**config.mk**
```make
export PLATFORM = sky130hd
export DESIGN_NAME = stable_priority_queue_flat
export DESIGN_NICKNAME = d
export VERILOG_FILES = /design/src/design/spq_pkg.sv /design/src/design/spq_if.sv /design/src/design/spq_cell.sv /design/src/design/stable_priority_queue.sv /design/src/flat_wrapper.sv
export VERILOG_INCLUDE_DIRS = /design/src /design/src/design
export SDC_FILE = /design/constraint.sdc
export NUM_CORES = 2
export LEC_CHECK = 0
export BUFFER_PORTS_ARGS = -buffer_cell sky130_fd_sc_hd__buf_2
export CORE_MARGIN = 4
export CORE_UTILIZATION = 65
export DETAILED_ROUTE_END_ITERATION = 8
export PLACE_DENSITY = 0.82
export SLEW_MARGIN = 40
export SYNTH_ARGS = -nofsm -noshare
export SYNTH_HDL_FRONTEND = slang
export SYNTH_SLANG_ARGS = --single-unit
export TNS_END_PERCENT = 50
```
**constraint.sdc**
```tcl
create_clock -name clk -period 12.2 [get_ports clk]
set_clock_uncertainty 0.1 [all_clocks]
set_input_delay 1.83 -clock clk [delete_from_list [all_inputs] [get_ports clk]]
set_output_delay 1.83 -clock clk [all_outputs]
set_load 0.01 [all_outputs]
```
**src/design/assert_macros.svh**
```systemverilog
// Concurrent assertion helpers, clocked on clk and quiet while rst_n is low.
`ifndef ASSERT_MACROS_SVH
`define ASSERT_MACROS_SVH

`ifndef NO_ASSERTIONS

// prop must hold at every clock edge outside reset
`define ASSERT_CLK(lbl, prop) \
    lbl: assert property (@(posedge clk) disable iff (!rst_n) (prop)) \
        else $error("assertion failed");

// expr must never be true at a clock edge outside reset
`define ASSERT_NEVER(lbl, expr) \
    lbl: assert property (@(posedge clk) disable iff (!rst_n) !(expr)) \
        else $error("forbidden condition seen");

`else

`define ASSERT_CLK(lbl, prop)
`define ASSERT_NEVER(lbl, expr)

`endif

`endif

```
**src/design/spq_pkg.sv**
```systemverilog
package spq_pkg;

    // fixed field widths of the channels
    localparam int unsigned OP_W     = 1;
    localparam int unsigned VALUE_W  = 32;
    localparam int unsigned WEIGHT_W = 16;
    localparam int unsigned STATUS_W = 2;
    localparam int unsigned COUNT_W  = 5;

    // operation codes
    localparam logic [OP_W-1:0] OP_JOIN  = 1'b0;
    localparam logic [OP_W-1:0] OP_LEAVE = 1'b1;

    // status codes
    localparam logic [STATUS_W-1:0] ST_OK    = 2'd0;
    localparam logic [STATUS_W-1:0] ST_EMPTY = 2'd1;
    localparam logic [STATUS_W-1:0] ST_FULL  = 2'd2;

    // shift command broadcast to every cell
    typedef struct packed {
        logic do_join;
        logic do_leave;
    } cell_ctrl_t;

endpackage

```
**src/design/spq_if.sv**
```systemverilog
// request channel: one join or leave per transfer
interface spq_req_if;
    logic                               valid;
    logic                               ready;
    logic [spq_pkg::OP_W-1:0]           op;
    logic [spq_pkg::VALUE_W-1:0]        item_value;
    logic signed [spq_pkg::WEIGHT_W-1:0] weight;

    modport source (output valid, op, item_value, weight, input ready);
    modport sink   (input valid, op, item_value, weight, output ready);
endinterface

// response channel: one result per request
interface spq_rsp_if;
    logic                          valid;
    logic                          ready;
    logic [spq_pkg::VALUE_W-1:0]   out_value;
    logic [spq_pkg::STATUS_W-1:0]  status;
    logic                          is_empty;
    logic [spq_pkg::COUNT_W-1:0]   count;

    modport source (output valid, out_value, status, is_empty, count, input ready);
    modport sink   (input valid, out_value, status, is_empty, count, output ready);
endinterface

```
**src/design/spq_cell.sv**
```systemverilog
// One slot of the sorted row. Compares the joining weight against its own,
// then holds, loads from the left neighbor, loads the new entry, or loads
// from the right neighbor on a leave.
module spq_cell #(
    parameter int unsigned VW = 32,
    parameter int unsigned WW = 16
) (
    input  logic                 clk,
    input  spq_pkg::cell_ctrl_t  ctrl,
    input  logic                 occupied,
    input  logic [VW-1:0]        new_value,
    input  logic signed [WW-1:0] new_weight,
    input  logic [VW-1:0]        left_value,
    input  logic signed [WW-1:0] left_weight,
    input  logic                 left_ins,
    input  logic [VW-1:0]        right_value,
    input  logic signed [WW-1:0] right_weight,
    output logic [VW-1:0]        value,
    output logic signed [WW-1:0] weight,
    output logic                 ins
);

    logic [VW-1:0]        value_reg;
    logic [VW-1:0]        value_next;
    logic signed [WW-1:0] weight_reg;
    logic signed [WW-1:0] weight_next;

    // strict compare keeps equal weights in arrival order
    assign ins = !occupied || (new_weight > weight_reg);

    always_comb
    begin
        value_next  = value_reg;
        weight_next = weight_reg;
        if (ctrl.do_join && ins)
        begin
            if (left_ins)
            begin
                value_next  = left_value;
                weight_next = left_weight;
            end
            else
            begin
                value_next  = new_value;
                weight_next = new_weight;
            end
        end
        else if (ctrl.do_leave)
        begin
            value_next  = right_value;
            weight_next = right_weight;
        end
    end

    always_ff @(posedge clk)
    begin
        value_reg  <= value_next;
        weight_reg <= weight_next;
    end

    assign value  = value_reg;
    assign weight = weight_reg;

endmodule

```
**src/design/stable_priority_queue.sv**
```systemverilog
// Stable bounded priority queue of up to CAPACITY entries held in a row of
// cells, head in cell 0, sorted by signed weight with the highest first and
// equal weights in arrival order. Every request transfer (join or leave) is
// handled at once: all cells compare the joining weight in parallel and
// the whole row shifts right to open a slot, or left to drop the head, at the
// same clock edge. The result appears in the output register the cycle after
// the request transfer, and a new request is accepted in every cycle in which
// that register is empty or being drained, so throughput is one request per
// cycle. A join on a full queue is dropped with status 2, a leave on an empty
// queue returns status 1 and value zero; count is reported modulo 32.
// Cell contents are not reset; only the entry count and the output valid are.
`include "assert_macros.svh"

module stable_priority_queue #(
    parameter int unsigned CAPACITY     = 16,
    parameter int unsigned VALUE_WIDTH  = 32,
    parameter int unsigned WEIGHT_WIDTH = 16
) (
    input  logic      clk,
    input  logic      rst_n,
    spq_req_if.sink   req,
    spq_rsp_if.source rsp
);

    localparam int unsigned CNT_W = $clog2(CAPACITY + 1);
    localparam logic [CNT_W-1:0] CNT_FULL = CNT_W'(CAPACITY);

    // entry count
    logic [CNT_W-1:0] cnt_reg;
    logic [CNT_W-1:0] cnt_next;

    // output register
    logic                          ov_reg;
    logic                          ov_next;
    logic [spq_pkg::VALUE_W-1:0]   rsp_value_reg;
    logic [spq_pkg::VALUE_W-1:0]   rsp_value_next;
    logic [spq_pkg::STATUS_W-1:0]  rsp_status_reg;
    logic [spq_pkg::STATUS_W-1:0]  rsp_status_next;
    logic [CNT_W-1:0]              rsp_cnt_reg;

    logic                     accept;
    logic                     is_full;
    logic                     is_empty_q;
    spq_pkg::cell_ctrl_t      ctrl;
    logic [VALUE_WIDTH-1:0]   join_value;
    logic signed [WEIGHT_WIDTH-1:0] join_weight;

    // cell row taps
    logic [VALUE_WIDTH-1:0]         cell_value  [CAPACITY];
    logic signed [WEIGHT_WIDTH-1:0] cell_weight [CAPACITY];
    logic [CAPACITY-1:0]            cell_ins;
    logic [CAPACITY-1:0]            cell_occ;

    // skid-free handshake: ready while the result slot is free or draining
    assign req.ready = !ov_reg || rsp.ready;
    assign accept    = req.valid && req.ready;

    assign is_full    = (cnt_reg == CNT_FULL);
    assign is_empty_q = (cnt_reg == '0);

    assign join_value  = VALUE_WIDTH'(req.item_value);
    assign join_weight = WEIGHT_WIDTH'(req.weight);

    assign ctrl.do_join  = accept && (req.op == spq_pkg::OP_JOIN) && !is_full;
    assign ctrl.do_leave = accept && (req.op == spq_pkg::OP_LEAVE) && !is_empty_q;

    for (genvar i = 0; i < CAPACITY; i++)
    begin : g_cell
        logic [VALUE_WIDTH-1:0]         lv;
        logic signed [WEIGHT_WIDTH-1:0] lw;
        logic                           li;
        logic [VALUE_WIDTH-1:0]         rv;
        logic signed [WEIGHT_WIDTH-1:0] rw;

        if (i == 0)
        begin : g_head
            assign lv = join_value;
            assign lw = join_weight;
            assign li = 1'b0;
        end
        else
        begin : g_left
            assign lv = cell_value[i-1];
            assign lw = cell_weight[i-1];
            assign li = cell_ins[i-1];
        end

        if (i == CAPACITY - 1)
        begin : g_tail
            // last slot is vacated by a leave; its content no longer counts
            assign rv = cell_value[i];
            assign rw = cell_weight[i];
        end
        else
        begin : g_right
            assign rv = cell_value[i+1];
            assign rw = cell_weight[i+1];
        end

        assign cell_occ[i] = (cnt_reg > CNT_W'(i));

        spq_cell #(
            .VW (VALUE_WIDTH),
            .WW (WEIGHT_WIDTH)
        ) u_cell (
            .clk          (clk),
            .ctrl         (ctrl),
            .occupied     (cell_occ[i]),
            .new_value    (join_value),
            .new_weight   (join_weight),
            .left_value   (lv),
            .left_weight  (lw),
            .left_ins     (li),
            .right_value  (rv),
            .right_weight (rw),
            .value        (cell_value[i]),
            .weight       (cell_weight[i]),
            .ins          (cell_ins[i])
        );
    end

    always_comb
    begin
        cnt_next        = cnt_reg;
        rsp_value_next  = '0;
        rsp_status_next = spq_pkg::ST_OK;
        ov_next         = ov_reg && !rsp.ready;
        if (accept)
        begin
            ov_next = 1'b1;
            if (req.op == spq_pkg::OP_LEAVE)
            begin
                if (is_empty_q)
                begin
                    rsp_status_next = spq_pkg::ST_EMPTY;
                end
                else
                begin
                    rsp_value_next = spq_pkg::VALUE_W'(cell_value[0]);
                    cnt_next       = cnt_reg - 1'b1;
                end
            end
            else
            begin
                if (is_full)
                begin
                    rsp_status_next = spq_pkg::ST_FULL;
                end
                else
                begin
                    cnt_next = cnt_reg + 1'b1;
                end
            end
        end
    end

    always_ff @(posedge clk or negedge rst_n)
    begin
        if (!rst_n)
        begin
            cnt_reg <= '0;
            ov_reg  <= 1'b0;
        end
        else
        begin
            cnt_reg <= cnt_next;
            ov_reg  <= ov_next;
        end
    end

    // result payload, loaded on each request transfer
    always_ff @(posedge clk)
    begin
        if (accept)
        begin
            rsp_value_reg  <= rsp_value_next;
            rsp_status_reg <= rsp_status_next;
            rsp_cnt_reg    <= cnt_next;
        end
    end

    assign rsp.valid     = ov_reg;
    assign rsp.out_value = rsp_value_reg;
    assign rsp.status    = rsp_status_reg;
    assign rsp.is_empty  = (rsp_cnt_reg == '0);
    assign rsp.count     = spq_pkg::COUNT_W'(rsp_cnt_reg);

    `ASSERT_CLK(a_cnt_bound, cnt_reg <= CNT_FULL)
    `ASSERT_CLK(a_join_grows, ctrl.do_join |=> cnt_reg == CNT_W'($past(cnt_reg) + 1'b1))
    `ASSERT_CLK(a_leave_head, ctrl.do_leave |=> rsp_value_reg == spq_pkg::VALUE_W'($past(cell_value[0])))
    `ASSERT_NEVER(a_full_flag, ov_reg && rsp_status_reg == spq_pkg::ST_FULL && rsp_cnt_reg != CNT_FULL)
    `ASSERT_NEVER(a_head_order, cnt_reg >= CNT_W'(2) && cell_weight[0] < cell_weight[1])

endmodule

```
**src/flat_wrapper.sv**
```systemverilog
// flat-port wrapper written by rule: the top's interface ports become plain ports
module stable_priority_queue_flat 
#(
    parameter int unsigned CAPACITY     = 16,
    parameter int unsigned VALUE_WIDTH  = 32,
    parameter int unsigned WEIGHT_WIDTH = 16
)
  (clk, rst_n, req_valid, req_op, req_item_value, req_weight, req_ready, rsp_valid, rsp_out_value, rsp_status, rsp_is_empty, rsp_count, rsp_ready);
  spq_req_if req_i ();
  spq_rsp_if rsp_i ();
  input  logic clk;
  input  logic rst_n;
  input wire logic [$bits(req_i.valid)-1:0] req_valid;
  input wire logic [$bits(req_i.op)-1:0] req_op;
  input wire logic [$bits(req_i.item_value)-1:0] req_item_value;
  input wire logic [$bits(req_i.weight)-1:0] req_weight;
  output wire logic [$bits(req_i.ready)-1:0] req_ready;
  output wire logic [$bits(rsp_i.valid)-1:0] rsp_valid;
  output wire logic [$bits(rsp_i.out_value)-1:0] rsp_out_value;
  output wire logic [$bits(rsp_i.status)-1:0] rsp_status;
  output wire logic [$bits(rsp_i.is_empty)-1:0] rsp_is_empty;
  output wire logic [$bits(rsp_i.count)-1:0] rsp_count;
  input wire logic [$bits(rsp_i.ready)-1:0] rsp_ready;
  assign req_i.valid = req_valid;
  assign req_i.op = req_op;
  assign req_i.item_value = req_item_value;
  assign req_i.weight = req_weight;
  assign req_ready = req_i.ready;
  assign rsp_valid = rsp_i.valid;
  assign rsp_out_value = rsp_i.out_value;
  assign rsp_status = rsp_i.status;
  assign rsp_is_empty = rsp_i.is_empty;
  assign rsp_count = rsp_i.count;
  assign rsp_i.ready = rsp_ready;
  stable_priority_queue #(.CAPACITY(CAPACITY), .VALUE_WIDTH(VALUE_WIDTH), .WEIGHT_WIDTH(WEIGHT_WIDTH)) u_core (.clk(clk), .rst_n(rst_n), .req(req_i), .rsp(rsp_i));
endmodule
```
==> flow_summary.json <==
{
  "vias": 37300,
  "synth.most_common_cell": "edfxtp_1",
  "drc_errors": 0,
  "required_ns": 12.37,
  "final-max-slew-violation-count": 0,
  "ys_seq_area_share_pct": 50.8,
  "reg2regPathDepth": 9,
  "synth_warnings": 0,
  "max_cap_violations": 0,
  "max_freq_ghz": 0.161,
  "synthesis.instances": 4582,
  "synth-edff-count": 807,
  "cts_buffers": 86,
  "dieHeight_um": 280,
  "crit_top_cell": "buf_4",
  "grt_max_degree": 98,
  "post_cts_buffers": 0,
  "worstPathArrival_ns": 6.40,
  "cp-endpoint": "u_core.g_cell[1].u_cell.weight[8]",
  "r2r_setup_slack_ns": 6.98,
  "drtIter0Drc": 5120,
  "grt-ovfl-total": 0,
  "setup_violations": 0,
  "dpl.hpwl_um": 83900,
  "totalWireLength_um": 134000,
  "worstReg2RegEnd": "u_core.g_cell[3].u_cell.value[28]",
  "die_x_um": 280,
  "switchingPower_mw": 4.45,
  "relSlewSlack_pct": 38.2,
  "irDropWorstVdd_mv": 0.189,
  "viasPerCell": 6.79,
  "path_clk_slew_ns": 0.06,
  "crit_chain": "buf_2 > buf_4 > ha_1 > nand4_1 > nor4_1 > a21boi_0 > or4b_1 > a32o_4 > and2_4 > or2_2 > buf_4",
  "clk_latency_ns": 0.66,
  "combPwrFrac_pct": 38.2,
  "die_area_um2": 78200,
  "p_sw_share_pct": 37.8,
  "synth_common_cells": "edfxtp_1 (807), mux2i_1 (604), a21oi_1 (588), nand2_1 (445), nor2_1 (337)",
  "pwr-share-clk_pct": 24.0,
  "syn_area_um2": 48000,
  "post_cts_resized": 0,
  "clkSinkCount": 813,
  "rsz0062_at_grt": "false",
  "crit_cells": 11,
  "clock_path_buffers": 3,
  "syn_area_per_cell_um2": 10.5,
  "syn_nets": 4896,
  "min_path_type": "reg2reg",
  "fp-row-count": 99,
  "h-tree-depth": 3,
  "p_total_mw": 11.8,
  "period_share_pct": 51.0,
  "critPathKind": "in2reg",
  "ctsHoldBuffers": 0,
  "synth_ff_type": "edfxtp_1",
  "numPortBuffers": 94,
  "internal_power_mw": 7.34,
  "crit_family": "simple AND/OR/NAND/NOR gates",
  "root_buffer": "clkbuf_16",
  "ys_async_sr_fraction_pct": 0.738,
  "grt_pass1_vias": 36100,
  "start_util_pct": 65.6,
  "seqPwrFrac_pct": 37.8,
  "grt_pass1_wl_um": 206000,
  "worstMarginPinSlew_ns": 0.927,
  "gp_congestion": 0.941,
  "synth.distinct_cells": 65,
  "finalHoldViolations": 0,
  "cp_slowest_stage_delay_ns": 0.67,
  "io-pin-count": 95,
  "cp_max_fo": 50,
  "detail-route-antenna-nets": 0,
  "cpMaxStageDelayCell": "nor4_1",
  "crit_buf_inv": 3,
  "synthToLayoutAreaGrowth_pct": 8.58,
  "wl_per_cell_um": 24.5,
  "power.leakage_nw": 21.7,
  "grt_util_all_layers_pct": 33.5,
  "antenna_found_initial": 3,
  "setup.worst_path.start": "req_weight[15]",
  "yosys.area.top_type": "edfxtp_1",
  "cp-end-kind": "flop",
  "r2r_start": "u_core.cnt_reg[1]",
  "dr.pass1.iters": 7,
  "yosys-top-cells-area": "edfxtp_1 (51%), mux2i_1 (13%), ha_1 (6.8%)",
  "core_area_um2": 73100,
  "finalNetCount": 4772,
  "cts_tree": "built",
  "setup-tns-final_ns": 0,
  "period_needed_ns": 6.23,
  "powerDensity_nw_per_um2": 226,
  "ys_ff_latch": 813,
  "synth_top_area_share_pct": 50.5,
  "largest_reg_flops": 512,
  "worstSetupStartpointType": "primary input",
  "drive_gt1_share_pct": 9.63,
  "status": "finished clean"
}
-- logic make-up after synthesis --
group	share of synthesized area, %
fa+ha+maj	6.81
compound gates	13.1
flops	50.8
mux	14.5
buf+inv	5.51
xor+xnor	0.110
simple gates	9.14
-- layout make-up --
type                       count  area (µm²)
multi-input combinational   3118       21300
clock buffer                 103        2260
fill                        5017       21000
sequential                   813       24400
inverter                     265         995
tap                          959        1200
antenna                        1        2.50
clock inverter                53         721
timing repair buffer         174        1230
-- worst min-delay path by stage --
stage | to | startpoint | slack [ns] | cells after the start
after detailed placement | u_core.g_cell[14].u_cell.value[0] | u_core.g_cell[15].u_cell.value[0] | 0.41 | 2
after global routing | u_core.g_cell[14].u_cell.value[22] | u_core.g_cell[15].u_cell.value[22] | 0.44 | 2
final | u_core.g_cell[14].u_cell.value[6] | u_core.g_cell[15].u_cell.value[6] | 0.43 | 2
after floorplan | u_core.g_cell[14].u_cell.value[0] | u_core.g_cell[15].u_cell.value[0] | 0.40 | 2
after global placement | u_core.g_cell[14].u_cell.value[24] | u_core.g_cell[15].u_cell.value[24] | 0.40 | 2
after CTS | u_core.g_cell[14].u_cell.value[23] | u_core.g_cell[15].u_cell.value[23] | 0.42 | 2
-- tightest hold or removal path, cell delays in order (launching register included) --
cell,delay (ns)
edfxtp_1,0.32
nand2_1,0.04
o21ai_0,0.05
-- cells in the final DEF, fill, tap and decap left out, types with 11 or more instances in the layout --
| master | n |
|---|---|
| a21o_1 | 24 |
| a21oi_1 | 586 |
| a221oi_1 | 49 |
| and3_1 | 37 |
| buf_2 | 94 |
| buf_4 | 59 |
| bufinv_16 | 15 |
| clkbuf_1 | 15 |
| clkbuf_16 | 88 |
| clkinv_1 | 13 |
| edfxtp_1 | 807 |
| ha_1 | 260 |
| inv_1 | 264 |
| mux2_2 | 73 |
| mux2i_1 | 604 |
| nand2_1 | 432 |
| nand2_2 | 11 |
| nand3_1 | 67 |
| nand4_1 | 48 |
| nor2_1 | 337 |
| nor2b_1 | 15 |
| o211ai_1 | 15 |
| o21ai_0 | 319 |
| o21ai_1 | 36 |
| o22ai_1 | 50 |
-- power by group through the flow --
stage	clock network (mW)	logic, mW	registers [mW]
5_1_grt	2.96	4.83	4.50
2_1_floorplan	0	3.20	4.34
3_3_place_gp	0	4.16	4.47
4_1_cts	2.83	4.39	4.43
6_report	2.82	4.51	4.45
3_5_place_dp	0	4.35	4.48
-- per-stage QoR --
step	area [µm²]	worst slack [ns]	utilization [%]	hold WS, ns	instances
6_report	52100	5.97	71.3	0.427	5486
5_1_grt	52100	5.90	71.2	0.445	5485
4_1_cts	52000	6.22	71.2	0.419	5483
3_5_place_dp	49000	5.55	67.1	0.410	5327
3_3_place_gp	48800	5.48	66.8	0.399	5317
2_1_floorplan	48000	4.49	-	0.396	4582
-- metal layers --
layer | vias to the layer above | track usage, % | wire length (µm) | share of wire (%)
met1 | 18000 | 48.9 | 54500 | 41
met3 | 276 | 5.64 | 15400 | 11
li1 | 16500 | - | - | -
met2 | 2492 | 50.9 | 59700 | 44
met4 | 0 | 12.5 | 4770 | 3.6
met5 | - | 0 | 0 | 0
Note: power is estimated with default switching activity, not from simulation.
